[src/hdl/clr_pkg.sv]
package clr_pkg;

    // Controller states
    typedef enum logic [0:0] {
        S_IDLE = 1'b0,
        S_EMIT = 1'b1
    } t_state;

    // Status codes carried on status results
    typedef enum logic [2:0] {
        STAT_OK       = 3'd0,
        STAT_EMPTY    = 3'd1,
        STAT_OVERRUN  = 3'd2,
        STAT_TOO_LONG = 3'd3,
        STAT_RELEASED = 3'd4
    } t_status;

    // Input request kind (tuser)
    localparam logic MODE_BYTE    = 1'b0;
    localparam logic MODE_RELEASE = 1'b1;

    // Result kind (tuser)
    localparam logic KIND_STATUS = 1'b0;
    localparam logic KIND_BYTE   = 1'b1;

    // Terminator after reset: carriage return
    localparam logic [7:0] TERM_RESET = 8'd13;

    localparam int unsigned OUT_PAD_BITS = 5;

endpackage

[src/hdl/command_line_receiver_unit.sv]
// Channel   | Signals                                  | Content
// ----------+------------------------------------------+---------------------------------
// s_axis    | tvalid, tready, tdata[7:0], tuser[0]     | received byte / release request
// m_axis    | tvalid, tready, tdata[15:0], tuser, tlast| status or line byte result
// cfg       | i_cfg_wr_en, i_cfg_wr_data[7:0]          | terminator byte
//
// A byte, release or rejected terminator gives one status result; once the request is
// taken, its result sits in the output register the next cycle.
// An accepted terminator gives N line bytes: the line memory is read through its single
// read port into registered read data, then one byte per cycle while m_axis is ready.
// No new request is taken while a line is being sent; a stalled m_axis holds the
// output register and the memory read data. Reset (i_rst_n low, synchronous) empties
// the line, frees the parse slot and sets the terminator to carriage return.
module command_line_receiver_unit
    import clr_pkg::*;
#(
    parameter int unsigned LINE_BUFFER_BYTES = 32
) (
    input  logic        i_clk,
    input  logic        i_rst_n,
    // configuration
    input  logic        i_cfg_wr_en,
    input  logic [7:0]  i_cfg_wr_data,
    // request stream
    input  logic        s_axis_tvalid,
    output logic        s_axis_tready,
    input  logic [7:0]  s_axis_tdata,   // [7:0] rx_byte
    input  logic        s_axis_tuser,   // [0] mode
    // result stream
    output logic        m_axis_tvalid,
    input  logic        m_axis_tready,
    output logic [15:0] m_axis_tdata,   // [2:0] status_code, [10:3] line_byte, rest zero
    output logic        m_axis_tuser,   // [0] result_kind
    output logic        m_axis_tlast    // last_of_run
);

    localparam int unsigned AW = (LINE_BUFFER_BYTES > 2) ? $clog2(LINE_BUFFER_BYTES) : 1;
    localparam logic [AW-1:0] MAX_FILL = AW'(LINE_BUFFER_BYTES - 1);

    // Line memory and its registered read data
    logic [7:0]    r_line_mem [LINE_BUFFER_BYTES];
    logic [7:0]    r_rd_data;

    // Control state
    t_state        r_state, n_state;
    logic [AW-1:0] r_fill_cnt, n_fill_cnt;
    logic          r_locked, n_locked;
    logic [7:0]    r_term;

    // Line send counters
    logic [AW-1:0] r_emit_idx, n_emit_idx;
    logic [AW-1:0] r_emit_n, n_emit_n;

    // Output register
    logic          r_out_valid, n_out_valid;
    logic          r_out_kind, n_out_kind;
    t_status       r_out_status, n_out_status;
    logic [7:0]    r_out_byte, n_out_byte;
    logic          r_out_last, n_out_last;

    // Memory port controls
    logic          w_wr_en;
    logic [AW-1:0] w_wr_addr;
    logic          w_rd_en;
    logic [AW-1:0] w_rd_addr;

    logic          w_out_free;
    logic          w_in_acc;
    logic          w_is_term;
    logic          w_start;
    logic          w_emit_last;

    assign w_out_free  = !r_out_valid || m_axis_tready;
    assign s_axis_tready = (r_state == S_IDLE) && w_out_free;
    assign w_in_acc    = s_axis_tvalid && s_axis_tready;
    assign w_is_term   = (s_axis_tdata == r_term);
    assign w_start     = w_in_acc && (s_axis_tuser == MODE_BYTE) && w_is_term &&
                         (r_fill_cnt != '0) && !r_locked;
    assign w_emit_last = (r_emit_idx == r_emit_n);

    // Next state
    always_comb begin
        n_state = r_state;
        unique case (r_state)
            S_IDLE: begin
                if (w_start) begin
                    n_state = S_EMIT;
                end
            end
            S_EMIT: begin
                if (w_out_free && w_emit_last) begin
                    n_state = S_IDLE;
                end
            end
            default: n_state = S_IDLE;
        endcase
    end

    // Datapath and memory control
    always_comb begin
        n_fill_cnt   = r_fill_cnt;
        n_locked     = r_locked;
        n_emit_idx   = r_emit_idx;
        n_emit_n     = r_emit_n;
        n_out_valid  = r_out_valid && !m_axis_tready;
        n_out_kind   = r_out_kind;
        n_out_status = r_out_status;
        n_out_byte   = r_out_byte;
        n_out_last   = r_out_last;
        w_wr_en      = 1'b0;
        w_wr_addr    = r_fill_cnt;
        w_rd_en      = 1'b0;
        w_rd_addr    = r_emit_idx;

        unique case (r_state)
            S_IDLE: begin
                if (w_in_acc) begin
                    // default: one status result
                    n_out_valid = 1'b1;
                    n_out_kind  = KIND_STATUS;
                    n_out_byte  = 8'd0;
                    n_out_last  = 1'b1;
                    priority if (s_axis_tuser == MODE_RELEASE) begin
                        n_locked     = 1'b0;
                        n_out_status = STAT_RELEASED;
                    end else if (!w_is_term) begin
                        if (r_fill_cnt == MAX_FILL) begin
                            n_fill_cnt   = '0;
                            n_out_status = STAT_TOO_LONG;
                        end else begin
                            w_wr_en      = 1'b1;
                            n_fill_cnt   = r_fill_cnt + AW'(1);
                            n_out_status = STAT_OK;
                        end
                    end else if (r_fill_cnt == '0) begin
                        n_out_status = STAT_EMPTY;
                    end else if (r_locked) begin
                        n_fill_cnt   = '0;
                        n_out_status = STAT_OVERRUN;
                    end else begin
                        // accept line: lock slot, fetch first byte
                        n_out_valid = 1'b0;
                        n_locked    = 1'b1;
                        n_emit_n    = r_fill_cnt;
                        n_emit_idx  = AW'(1);
                        n_fill_cnt  = '0;
                        w_rd_en     = 1'b1;
                        w_rd_addr   = '0;
                    end
                end
            end
            S_EMIT: begin
                // hand over fetched byte, prefetch the next one
                if (w_out_free) begin
                    n_out_valid  = 1'b1;
                    n_out_kind   = KIND_BYTE;
                    n_out_status = STAT_OK;
                    n_out_byte   = r_rd_data;
                    n_out_last   = w_emit_last;
                    if (!w_emit_last) begin
                        w_rd_en    = 1'b1;
                        n_emit_idx = r_emit_idx + AW'(1);
                    end
                end
            end
            default: ;
        endcase
    end

    // Line memory
    always_ff @(posedge i_clk) begin
        if (w_wr_en) begin
            r_line_mem[w_wr_addr] <= s_axis_tdata;
        end
        if (w_rd_en) begin
            r_rd_data <= r_line_mem[w_rd_addr];
        end
    end

    // Control registers
    always_ff @(posedge i_clk) begin
        if (!i_rst_n) begin
            r_state     <= S_IDLE;
            r_fill_cnt  <= '0;
            r_locked    <= 1'b0;
            r_out_valid <= 1'b0;
            r_term      <= TERM_RESET;
        end else begin
            r_state     <= n_state;
            r_fill_cnt  <= n_fill_cnt;
            r_locked    <= n_locked;
            r_out_valid <= n_out_valid;
            if (i_cfg_wr_en) begin
                r_term <= i_cfg_wr_data;
            end
        end
    end

    // Payload registers
    always_ff @(posedge i_clk) begin
        r_emit_idx   <= n_emit_idx;
        r_emit_n     <= n_emit_n;
        r_out_kind   <= n_out_kind;
        r_out_status <= n_out_status;
        r_out_byte   <= n_out_byte;
        r_out_last   <= n_out_last;
    end

    assign m_axis_tvalid = r_out_valid;
    assign m_axis_tdata  = {{OUT_PAD_BITS{1'b0}}, r_out_byte, r_out_status};
    assign m_axis_tuser  = r_out_kind;
    assign m_axis_tlast  = r_out_last;

    // Checks
    a_no_rw_same_cycle: assert property (@(posedge i_clk) disable iff (!i_rst_n)
        !(w_rd_en && w_wr_en))
        else $error("line memory read and write in the same cycle");

    a_fill_bound: assert property (@(posedge i_clk) disable iff (!i_rst_n)
        r_fill_cnt <= MAX_FILL)
        else $error("fill count beyond line capacity");

    a_start_locks: assert property (@(posedge i_clk) disable iff (!i_rst_n)
        w_start |=> (r_state == S_EMIT) && r_locked && (r_fill_cnt == '0))
        else $error("accepted line did not lock slot and start sending");

    a_emit_locked: assert property (@(posedge i_clk) disable iff (!i_rst_n)
        (r_state == S_EMIT) |-> r_locked)
        else $error("sending a line with the slot free");

    a_last_ends: assert property (@(posedge i_clk) disable iff (!i_rst_n)
        ((r_state == S_EMIT) && w_out_free && w_emit_last) |=>
            (r_state == S_IDLE) && m_axis_tvalid && m_axis_tlast)
        else $error("last line byte did not end the run");

endmodule

[config.mk]
export PLATFORM = sky130hd
export DESIGN_NAME = command_line_receiver_unit
export DESIGN_NICKNAME = d
export VERILOG_FILES = /design/src/hdl/clr_pkg.sv /design/src/hdl/command_line_receiver_unit.sv
export SDC_FILE = /design/constraint.sdc
export NUM_CORES = 1
export LEC_CHECK = 0
export ABC_AREA = 1
export BUFFER_PORTS_ARGS = -buffer_cell sky130_fd_sc_hd__buf_4
export CORE_ASPECT_RATIO = 1.25
export CORE_MARGIN = 8
export CORE_UTILIZATION = 35
export CTS_BUF_LIST = sky130_fd_sc_hd__clkbuf_4 sky130_fd_sc_hd__clkbuf_8
export CTS_CLUSTER_DIAMETER = 80
export DETAILED_ROUTE_END_ITERATION = 8
export PLACE_DENSITY = 0.61
export SYNTH_ARGS = -nofsm -noshare
export SYNTH_HDL_FRONTEND = slang
export SYNTH_SLANG_ARGS = --single-unit
export TNS_END_PERCENT = 10
[constraint.sdc]
create_clock -name i_clk -period 3.3 [get_ports i_clk]
set_clock_uncertainty 0.05 [all_clocks]
set_input_delay 0.33 -clock i_clk [delete_from_list [all_inputs] [get_ports i_clk]]
set_output_delay 0.33 -clock i_clk [all_outputs]
set_load 0.01 [all_outputs]
==> key figures, run 1 <==
Status
  – Status: finished clean

Floorplanning
  – Die Height: 235 um
  – Row cnt: 80
  – Die area: 0.0448 mm^2
  – Starting Density: 35.3%
  – Core area: 0.0379 mm^2
  – # IOs: 42
  – Die X: 191 um

Clock tree
  – CTS max path bufs: 3
  – Clock transition at the registers of the reported paths: 70 ps
  – Worst-skew pair later-pin latency: 570 ps
  – # H-tree levels: 2
  – Root buffer cell: clkbuf_8
  – # resized after CTS: 0
  – Sink Count: 303
  – CTS tree: yes
  – Num CTS Buffers: 45

Setup path
  – Critical path cell sequence: inv_1 > ha_1 > nand3_1 > nand4_4 > nand2_2 > inv_1 > buf_4 > nand3_1 > nand3_1 > nand2_1 > nand2_1 > nand2_1
  – Crit path DAT: 3160 ps
  – CP Class: flip-flop to flip-flop
  – Worst-case reg-to-reg path depth: 12
  – Worst path max stage delay: 690 ps
  – R2R Setup Slk: 400 ps
  – Stages on the worst setup path: 12
  – Crit. End Element: flip-flop
  – Crit path capture: r_rd_data[0]
  – Slowest CP cell: inv_1
  – Worst path bufs/invs: 3
  – CP top delay family: buffers and inverters
  – Reg2reg end: r_rd_data[0]
  – Worst r2r src: r_fill_cnt[0]
  – Worst EP required: 3560 ps
  – Startpoint Class: flip-flop
  – Critical path origin: r_fill_cnt[0]
  – Largest fanout on the critical path: 25

GRT
  – First-pass GRT wire length: 54400 um
  – Total global-route track usage: 15.8%
  – Antenna violations before repair: 1
  – Number of global-route vias before repair: 9175
  – Total gr overflow: 0
  – Largest net degree at the start of global routing: 93

Placement
  – Final HPWL DP: 23400 um
  – Gpl congestion: 0.899
  – Post-Place Cells: 1725
  – Port bufs: 36

Synthesis
  – Synth Register Bits: 303
  – Synth Cell Area: 0.0134 mm^2
  – Top cells by area, synth: edfxtp_1, nand3_1, nand2_1, inv_1, or2_2
  – Synth warnings: 0
  – EDFF count, synth: 287
  – Distinct cells, synth: 32
  – Post-Synthesis Cells: 1202
  – Sequential-to-total area share from yosys stat: 66.7%
  – Primary FF master, synth: edfxtp_1
  – Asr flop ratio synth: 0%
  – Top cell type by total area after synthesis: edfxtp_1
  – Post-Syn Area per Cell: 11.1 um^2
  – Top-area cell type share of the netlist area: 64.3%
  – Most common cell in the netlist: edfxtp_1
  – Leading cell types by count after synthesis: edfxtp_1, nand3_1, nand2_1

Route
  – Total wire length: 35700 um
  – Antenna viol nets, final: 0
  – 1st-pass router iterations: 5
  – DR WL/cell: 19.7 um
  – Drt drc: 0
  – Via count: 9134
  – Post-DR vias/cell: 5.03
  – Initial DRC count: 681

STA
  – RSZ-0062 raised after global routing: no
  – Measured slew at the worst slew-check pin: 942 ps
  – Final TNS setup: 0 ps
  – Final setup violation count: 0
  – Fmax: 345 MHz
  – Fin. max-slew vios: 0
  – Final Hold Fails: 0
  – Tmin final: 2900 ps
  – Tcrit/Tclk final: 87.7%
  – Relative slew slack: 37.1%

Hold path
  – HP Start: s_axis_tdata[0]
  – Hold Path Stages: 1
  – Worst Hold Class: primary input to flip-flop

Power and ir drop
  – Max VDD drop: 0.300 mV
  – P_leak: 6.01 nW
  – Pwr/cell area: 479 mW/mm^2

Layout
  – Layout cells sized above 1: 17.7%
  – Non-filler cells, final: 1815
  – Layout area overhead: 15.0%
  – Final nets: 1321

Run
  – Max-cap violations: 0
## cells by family (layout without fill, tap and decap cells)
family,count (synthesis),in the layout,synth area share (%)
buffers and inverters,235,351,7.49
other,1,6,0.0280
DFF,303,303,66.7
and+or+nand+nor,574,574,20.7
xor gates and xnor gates,9,9,0.588
AOI/OAI and AO/OA,74,74,3.96
adders and majority gates,6,6,0.560
## worst min path at each step
| stage | to |
|---|---|
| after floorplan | r_line_mem[0][0] |
| after global routing | r_line_mem[4][0] |
| after global placement | r_term[6] |
| after detailed placement | r_term[6] |
| after CTS | r_line_mem[19][0] |
| final | r_line_mem[19][0] |
## report_power, final
group	switching, W	leakage, nW	internal [W]	total, W
Sequential	0.0000115	2.73	0.00422	0.00424
Clock	0.00139	0.439	0.00153	0.00292
Combinational	0.000151	2.84	0.0000678	0.000219
Total	0.00156	6.01	0.00582	0.00738
## final cells by class
cell class | instances | area, um^2
fillers | 3658 | 22500
clock inverters | 16 | 92.6
clock buffers | 60 | 744
inverters | 165 | 619
flip-flops and latches | 303 | 8940
repair buffers | 110 | 908
diodes | 1 | 2.50
multi-input cells | 668 | 3480
well taps | 492 | 616
## layer usage
metal  vias to the layer above  GRT usage, %  wire [um]
met2                       271          28.3      18900
met4                         0          7.58       1460
met1                      4460          18.2      13700
met3                        83          2.16       1670
met5                         -             0          0
li1                       4320             -          -
## what timing repair did
action                                 in CTS  in global routing
hold buffers                               13                  0
endpoints found under the hold margin       8                  0
setup buffers                               0                  0
## placed cells by master, fill, tap and decap left out, drive strengths merged
master       netlist  routed
edfxtp           287     287
nand3            246     246
nand2            166     166
inv              164     164
buf               48      97
nor2              71      71
clkbuf            22      60
or2               57      57
o2111ai           40      40
nand3b            32      32
a21oi             17      17
dfxtp             16      16
clkinv             1      15
o21ai             13      13
dlygate4sd3        0      13
ha                 6       6
xor2               5       5
conb               1       5
xnor2              4       4
nand4              2       2
diode              0       1
a31oi              1       1
a31o               1       1
a211oi             1       1
o211ai             1       1
clkinvlp           0       1
bufinv             0       1
## registers in the layout, indices dropped and copies added (netlist names)
register / cells
m_axis_tlast: 1
r_term: 8
m_axis_tvalid: 1
r_emit_n: 5
r_out_status: 3
r_emit_idx: 5
r_rd_data: 8
r_out_byte: 8
r_locked: 1
r_fill_cnt: 5
r_state: 1
r_line_mem: 256
m_axis_tuser: 1
## metrics by stage
step / util, % / area [um^2] / total power (W) / hold slack (ps) / worst slack, ps
after global placement: 38.0 / 14400 / 0.00452 / 402 / 421
after floorplan: - / 13400 / 0.00438 / 379 / 1080
after detailed placement: 38.0 / 14400 / 0.00453 / 413 / 401
final: 40.6 / 15400 / 0.00738 / 55.6 / 405
after global routing: 40.6 / 15400 / 0.00761 / 29.0 / 242
after CTS: 40.6 / 15400 / 0.00744 / 17.7 / 441
Power figures use the tool's default switching activity.
==> run 2, diff against run 1 <==
- ABC_AREA: 1 -> unset
- REMOVE_ABC_BUFFERS: unset -> 1
==> run 2 against run 1 <==
Net effect: worst setup slack worse by 200 ps; cell area is 7.9% lower; clock power hardly changed; wire length is 15% lower; synthesized area is 8.1% lower; critical path type unchanged; critical endpoint is now r_rd_data[7].
==> key figures, run 2 <==
Status
  – Status: finished clean

Synthesis
  – Top cell type by total area after synthesis: edfxtp_1
  – Post-Synthesis Cells: 772
  – Synth warnings: 0
  – Most common cell in the netlist: edfxtp_1
  – EDFF count, synth: 287
  – Sequential-to-total area share from yosys stat: 72.6%
  – Post-Syn Area per Cell: 16.0 um^2
  – Asr flop ratio synth: 0%
  – Top-area cell type share of the netlist area: 70.0%
  – Top cells by area, synth: edfxtp_1, mux4_2, dfxtp_1, nor2_1, mux2_2
  – Primary FF master, synth: edfxtp_1
  – Distinct cells, synth: 56
  – Leading cell types by count after synthesis: edfxtp_1, nor2_1, o21ai_0
  – Synth Cell Area: 0.0123 mm^2
  – Synth Register Bits: 303

STA
  – Fin. max-slew vios: 0
  – Tcrit/Tclk final: 93.8%
  – Tmin final: 3090 ps
  – Fmax: 323 MHz
  – RSZ-0062 raised after global routing: no
  – Final WS setup: 206 ps
  – Final Hold Fails: 0
  – Relative slew slack: 32.9%
  – Final hold slack: 78.5 ps
  – Final TNS setup: 0 ps
  – Final setup violation count: 0
  – Measured slew at the worst slew-check pin: 1010 ps

Route
  – Drt drc: 0
  – Via count: 7063
  – Antenna viol nets, final: 0
  – Total wire length: 30500 um
  – Initial DRC count: 418
  – 1st-pass router iterations: 5
  – DR WL/cell: 22.6 um
  – Post-DR vias/cell: 5.22

Setup path
  – Worst r2r src: r_fill_cnt[0]
  – Critical path cell sequence: inv_1 > ha_1 > or4b_1 > nand3_2 > or3_1 > buf_4 > a22oi_1 > a2bb2oi_1 > o21ai_0 > a211o_1
  – Worst EP required: 3560 ps
  – Crit path DAT: 3350 ps
  – Reg2reg end: r_rd_data[7]
  – Slowest CP cell: dfxtp_2
  – Largest fanout on the critical path: 14
  – Worst path max stage delay: 400 ps
  – Crit path capture: r_rd_data[7]
  – Startpoint Class: flip-flop
  – Stages on the worst setup path: 10
  – CP Class: flip-flop to flip-flop
  – Worst path bufs/invs: 2
  – CP top delay family: compound AO/OA/AOI/OAI gates
  – Crit. End Element: flip-flop
  – Critical path origin: r_fill_cnt[0]
  – R2R Setup Slk: 210 ps
  – Worst-case reg-to-reg path depth: 10

Power and ir drop
  – P_leak: 4.67 nW
  – Clock share of power: 39.8%
  – Max VDD drop: 0.268 mV
  – Combinational fraction of design power: 2.7%
  – Sequential share of power: 57.5%
  – Net Sw Frac: 20.3%
  – Pint: 0.00587 W
  – Pwr/cell area: 519 mW/mm^2
  – P_sw: 0.00150 W

Floorplanning
  – Row cnt: 77
  – Die area: 0.0415 mm^2
  – Core area: 0.0351 mm^2
  – # IOs: 42
  – Starting Density: 35.1%
  – Die Height: 226 um
  – Die X: 184 um

Placement
  – Port bufs: 36
  – Worst slack, placed: 93.0 ps
  – Post-Place Cells: 1266
  – Placed Area: 0.0132 mm^2
  – Gpl congestion: 0.861
  – Final HPWL DP: 19800 um

Layout
  – Leading cell type in the layout, fill and taps excluded: edfxtp_1
  – Non-filler cells, final: 1352
  – # fillers: 3217
  – # diodes: 0
  – Largest register by flop count: r_line_mem
  – Most frequent cells in the layout: edfxtp_1, nor2_1, buf_4
  – FF/Latch Area: 0.00894 mm^2
  – Layout cells sized above 1: 22.7%
  – Layout area overhead: 15.2%
  – Area taken by multi-input logic gates: 0.00311 mm^2
  – Design area: 0.0142 mm^2
  – Final nets: 877
  – Largest register FFs: 256

Clock tree
  – Sink Count: 303
  – CTS max path bufs: 3
  – Worst-skew pair later-pin latency: 550 ps
  – Root buffer cell: clkbuf_8
  – Clock transition at the registers of the reported paths: 60 ps
  – CTS tree: yes
  – # H-tree levels: 2
  – Num CTS Buffers: 44

GRT
  – Largest net degree at the start of global routing: 58
  – Total gr overflow: 0
  – Total global-route track usage: 14.6%
  – First-pass GRT wire length: 45400 um
  – Number of global-route vias before repair: 7387
  – Antenna violations before repair: 1

Hold path
  – Worst Hold Class: primary input to flip-flop

Run
  – Max-cap violations: 0
## run 2: metrics by stage
stage | util [%] | power, W
final | 40.5 | 0.00736
after global routing | 40.5 | 0.00756
after CTS | 40.4 | 0.00741
after detailed placement | 37.7 | 0.00450
after global placement | 37.7 | 0.00450
after floorplan | - | 0.00437
## run 2: layout make-up
class                      instances  area share, %
clock buffer                      64           5.46
tap                              474           4.18
sequential                       303           63.0
timing repair buffer              77           4.53
multi-input combinational        408           21.9
clock inverter                    11          0.511
inverter                          15          0.414
## run 2: tightest hold or removal path, cell delays in order
cell and delay, ps:
buf_4 170, mux2i_1 90, nand2_1 60
## run 2: how the worst min path moves through the flow
stage / depth (start not counted) / slack, ps / endpoint / startpoint
final: 3 / 80 / r_term[0] / i_cfg_wr_en
after floorplan: 1 / 340 / r_term[0] / i_rst_n
after detailed placement: 0 / 440 / r_emit_n[3] / r_fill_cnt[3]
after global routing: 3 / 70 / r_term[0] / i_cfg_wr_en
after CTS: 2 / 50 / r_out_status[0] / s_axis_tuser
after global placement: 0 / 450 / r_emit_n[3] / r_fill_cnt[3]
## run 2: logic make-up (layout without fill, tap and decap cells)
logic type                 after synthesis  in the layout  synth area share (%)
DFF                                    303            303                  72.6
and+or+nand+nor                        169            169                  6.79
AOI/OAI and AO/OA                      161            161                  9.62
buffers and inverters                   65            167                  2.48
muxes                                   51             51                  6.76
xor gates and xnor gates                16             16                  1.14
adders and majority gates                6              6                 0.610
other                                    1              5                0.0304
## run 2: routing by layer
metal | share of wire, % | GRT usage (%)
met5 | 0 | 0
met4 | 4.0 | 6.41
met1 | 38 | 16.2
met2 | 54 | 27.2
met3 | 4.0 | 2.33
## run 2: power by group through the flow
| stage | Clock (W) | Combinational (W) | Sequential (W) |
|---|---|---|---|
| after floorplan | 0 | 0.0000533 | 0.00432 |
| after global placement | 0 | 0.000185 | 0.00432 |
| after detailed placement | 0 | 0.000188 | 0.00432 |
| after CTS | 0.00298 | 0.000198 | 0.00424 |
| after global routing | 0.00311 | 0.000211 | 0.00424 |
| final | 0.00293 | 0.000195 | 0.00424 |
## run 2: timing repair
item / CTS / global route
hold buffers: 11 / 0
resized for setup: 0 / 3
buffers inserted: 0 / 0
endpoints found under the setup margin: 0 / 4
hold endpoints to repair: 9 / 0
==> run 3, diff against run 2 <==
- BUFFER_PORTS_ARGS: -buffer_cell sky130_fd_sc_hd__buf_4 -> -buffer_cell sky130_fd_sc_hd__buf_2
- CORE_UTILIZATION: 35 -> 65
- PLACE_DENSITY: 0.61 -> 0.94
==> run 3 against run 2 <==
Net effect: flip-flop and latch count is the same; sequential power about the same; critical path depth down 1; worst setup slack got worse by 82 ps; critical endpoint is now r_rd_data[5]; clock power down 4%; count of clock-buffer cells in the layout shrank 6; non-clock buffer count up 19; combinational power barely moved; first-iteration DRC count increased to 3.2 times the previous value; register-to-register slack lost 80 ps.
==> key figures, run 3 (same netlist as run 2, synthesis figures left out) <==
Status
  – Status: finished clean

Clock tree
  – Root buffer cell: clkbuf_8
  – Sink Count: 303
  – CTS max path bufs: 3
  – Num CTS Buffers: 41
  – # H-tree levels: 2
  – CTS tree: yes
  – Worst-skew pair later-pin latency: 530 ps
  – Clock transition at the registers of the reported paths: 70 ps

STA
  – Fin. max-slew vios: 0
  – Tmin final: 3180 ps
  – RSZ-0062 raised after global routing: no
  – Fmax: 315 MHz
  – Final Hold Fails: 0
  – Final WS setup: 124 ps
  – Tcrit/Tclk final: 96.2%
  – Measured slew at the worst slew-check pin: 1220 ps
  – Relative slew slack: 18.6%
  – Final setup violation count: 0
  – Final TNS setup: 0 ps

Route
  – 1st-pass router iterations: 6
  – Drt drc: 0
  – Total wire length: 31400 um
  – Antenna viol nets, final: 0
  – Initial DRC count: 1317
  – Post-DR vias/cell: 7.00
  – Via count: 7904
  – DR WL/cell: 27.8 um

GRT
  – Most Crowded Layer GR: met2
  – Largest net degree at the start of global routing: 58
  – Grt met3 use: 4.74%
  – Antenna violations before repair: 0
  – GRT met2 Usage: 46.2%
  – Number of global-route vias before repair: 7947
  – Total global-route track usage: 26.6%
  – First-pass GRT wire length: 47300 um
  – Total gr overflow: 0
  – Met1 Track Usage GR: 30.4%

Layout
  – Largest register by flop count: r_line_mem
  – Layout cells sized above 1: 24.3%
  – Final nets: 894
  – Non-filler cells, final: 1129
  – # diodes: 0
  – Layout area overhead: 12.7%
  – Leading cell type in the layout, fill and taps excluded: edfxtp_1
  – Largest register FFs: 256
  – Most frequent cells in the layout: edfxtp_1, nor2_1, buf_4
  – Design area: 0.0139 mm^2

Setup path
  – Largest fanout on the critical path: 14
  – CP Class: flip-flop to flip-flop
  – Slowest CP cell: o32ai_1
  – Crit. End Element: flip-flop
  – Critical path cell sequence: inv_1 > ha_1 > or4b_4 > nand3_2 > or3_4 > buf_4 > nand4_1 > o32ai_1 > a211o_1
  – Startpoint Class: flip-flop
  – Crit path DAT: 3520 ps
  – Worst path max stage delay: 600 ps
  – Worst EP required: 3650 ps

Floorplanning
  – Die Height: 170 um
  – # IOs: 42
  – Row cnt: 56
  – Die area: 0.0236 mm^2
  – Die X: 139 um
  – Core area: 0.0187 mm^2
  – Starting Density: 65.8%

Power and ir drop
  – Max VDD drop: 0.272 mV
  – Net Sw Frac: 20.5%
  – P_leak: 4.72 nW
  – Pwr/cell area: 520 mW/mm^2
  – Pint: 0.00575 W
  – Combinational fraction of design power: 2.7%
  – Clock share of power: 38.7%
  – Sequential share of power: 58.6%
  – P_sw: 0.00148 W

Hold path
  – Worst Hold Class: primary input to flip-flop

Placement
  – Port bufs: 36
  – Post-Place Cells: 1047
  – Gpl congestion: 0.975
  – Final HPWL DP: 18800 um
  – Worst slack, placed: 238 ps
  – Placed Area: 0.0130 mm^2

Run
  – Max-cap violations: 0
run 3: power by group through the flow:
stage | clock, W | sequential (W) | combinational [W]
floorplan | 0 | 0.00432 | 0.0000533
global placement | 0 | 0.00431 | 0.000164
detailed placement | 0 | 0.00431 | 0.000172
CTS | 0.00280 | 0.00423 | 0.000182
global route | 0.00297 | 0.00423 | 0.000201
finish | 0.00280 | 0.00423 | 0.000193
run 3: worst paths after layout:
path | depth (start not counted) | startpoint | to | slack (ps)
min reg2reg | 2 | r_term[0] | r_term[0] | 470
min | 3 | i_cfg_wr_data[3] | r_term[3] | 7
max reg2reg | 9 | r_fill_cnt[1] | r_rd_data[5] | 120
max | 9 | r_fill_cnt[1] | r_rd_data[5] | 120
run 3: stage by stage:
stage          total power, W  util, %  hold slack, ps
2_1_floorplan         0.00437        -             342
3_3_place_gp          0.00448     69.4             426
3_5_place_dp          0.00449     69.4             433
4_1_cts               0.00722     74.1            9.68
5_1_grt               0.00741     74.2            8.29
6_report              0.00723     74.2            7.43
run 3: layout make-up:
cell class | instances | area, um^2
Timing Repair inverter | 1 | 5.00
Inverter | 15 | 61.3
Fill cell | 977 | 4820
Timing Repair Buffer | 96 | 673
Clock buffer | 58 | 711
Multi-Input combinational cell | 408 | 3110
Tap cell | 232 | 290
Clock inverter | 16 | 96.3
Sequential cell | 303 | 8940
run 3: routing by layer:
metal	up-vias	share of wire, %
li1	3218	-
met1	3819	33
met2	704	50
met3	163	9.9
met4	0	6.9
met5	-	0
run 3: what timing repair did:
item / in CTS / in global routing
resized for setup: 0 / 5
endpoints found under the hold margin: 7 / 0
hold buffers: 7 / 0
endpoints found under the setup margin: 0 / 7
buffers inserted: 0 / 0
run 3: critical path, delay by kind of cell (launching register included):
family | cells | cell delay (ps)
AOI/OAI and AO/OA | 2 | 780
adders and majority gates | 1 | 180
and+or+nand+nor | 4 | 1290
buffers and inverters | 2 | 350
DFF | 1 | 380
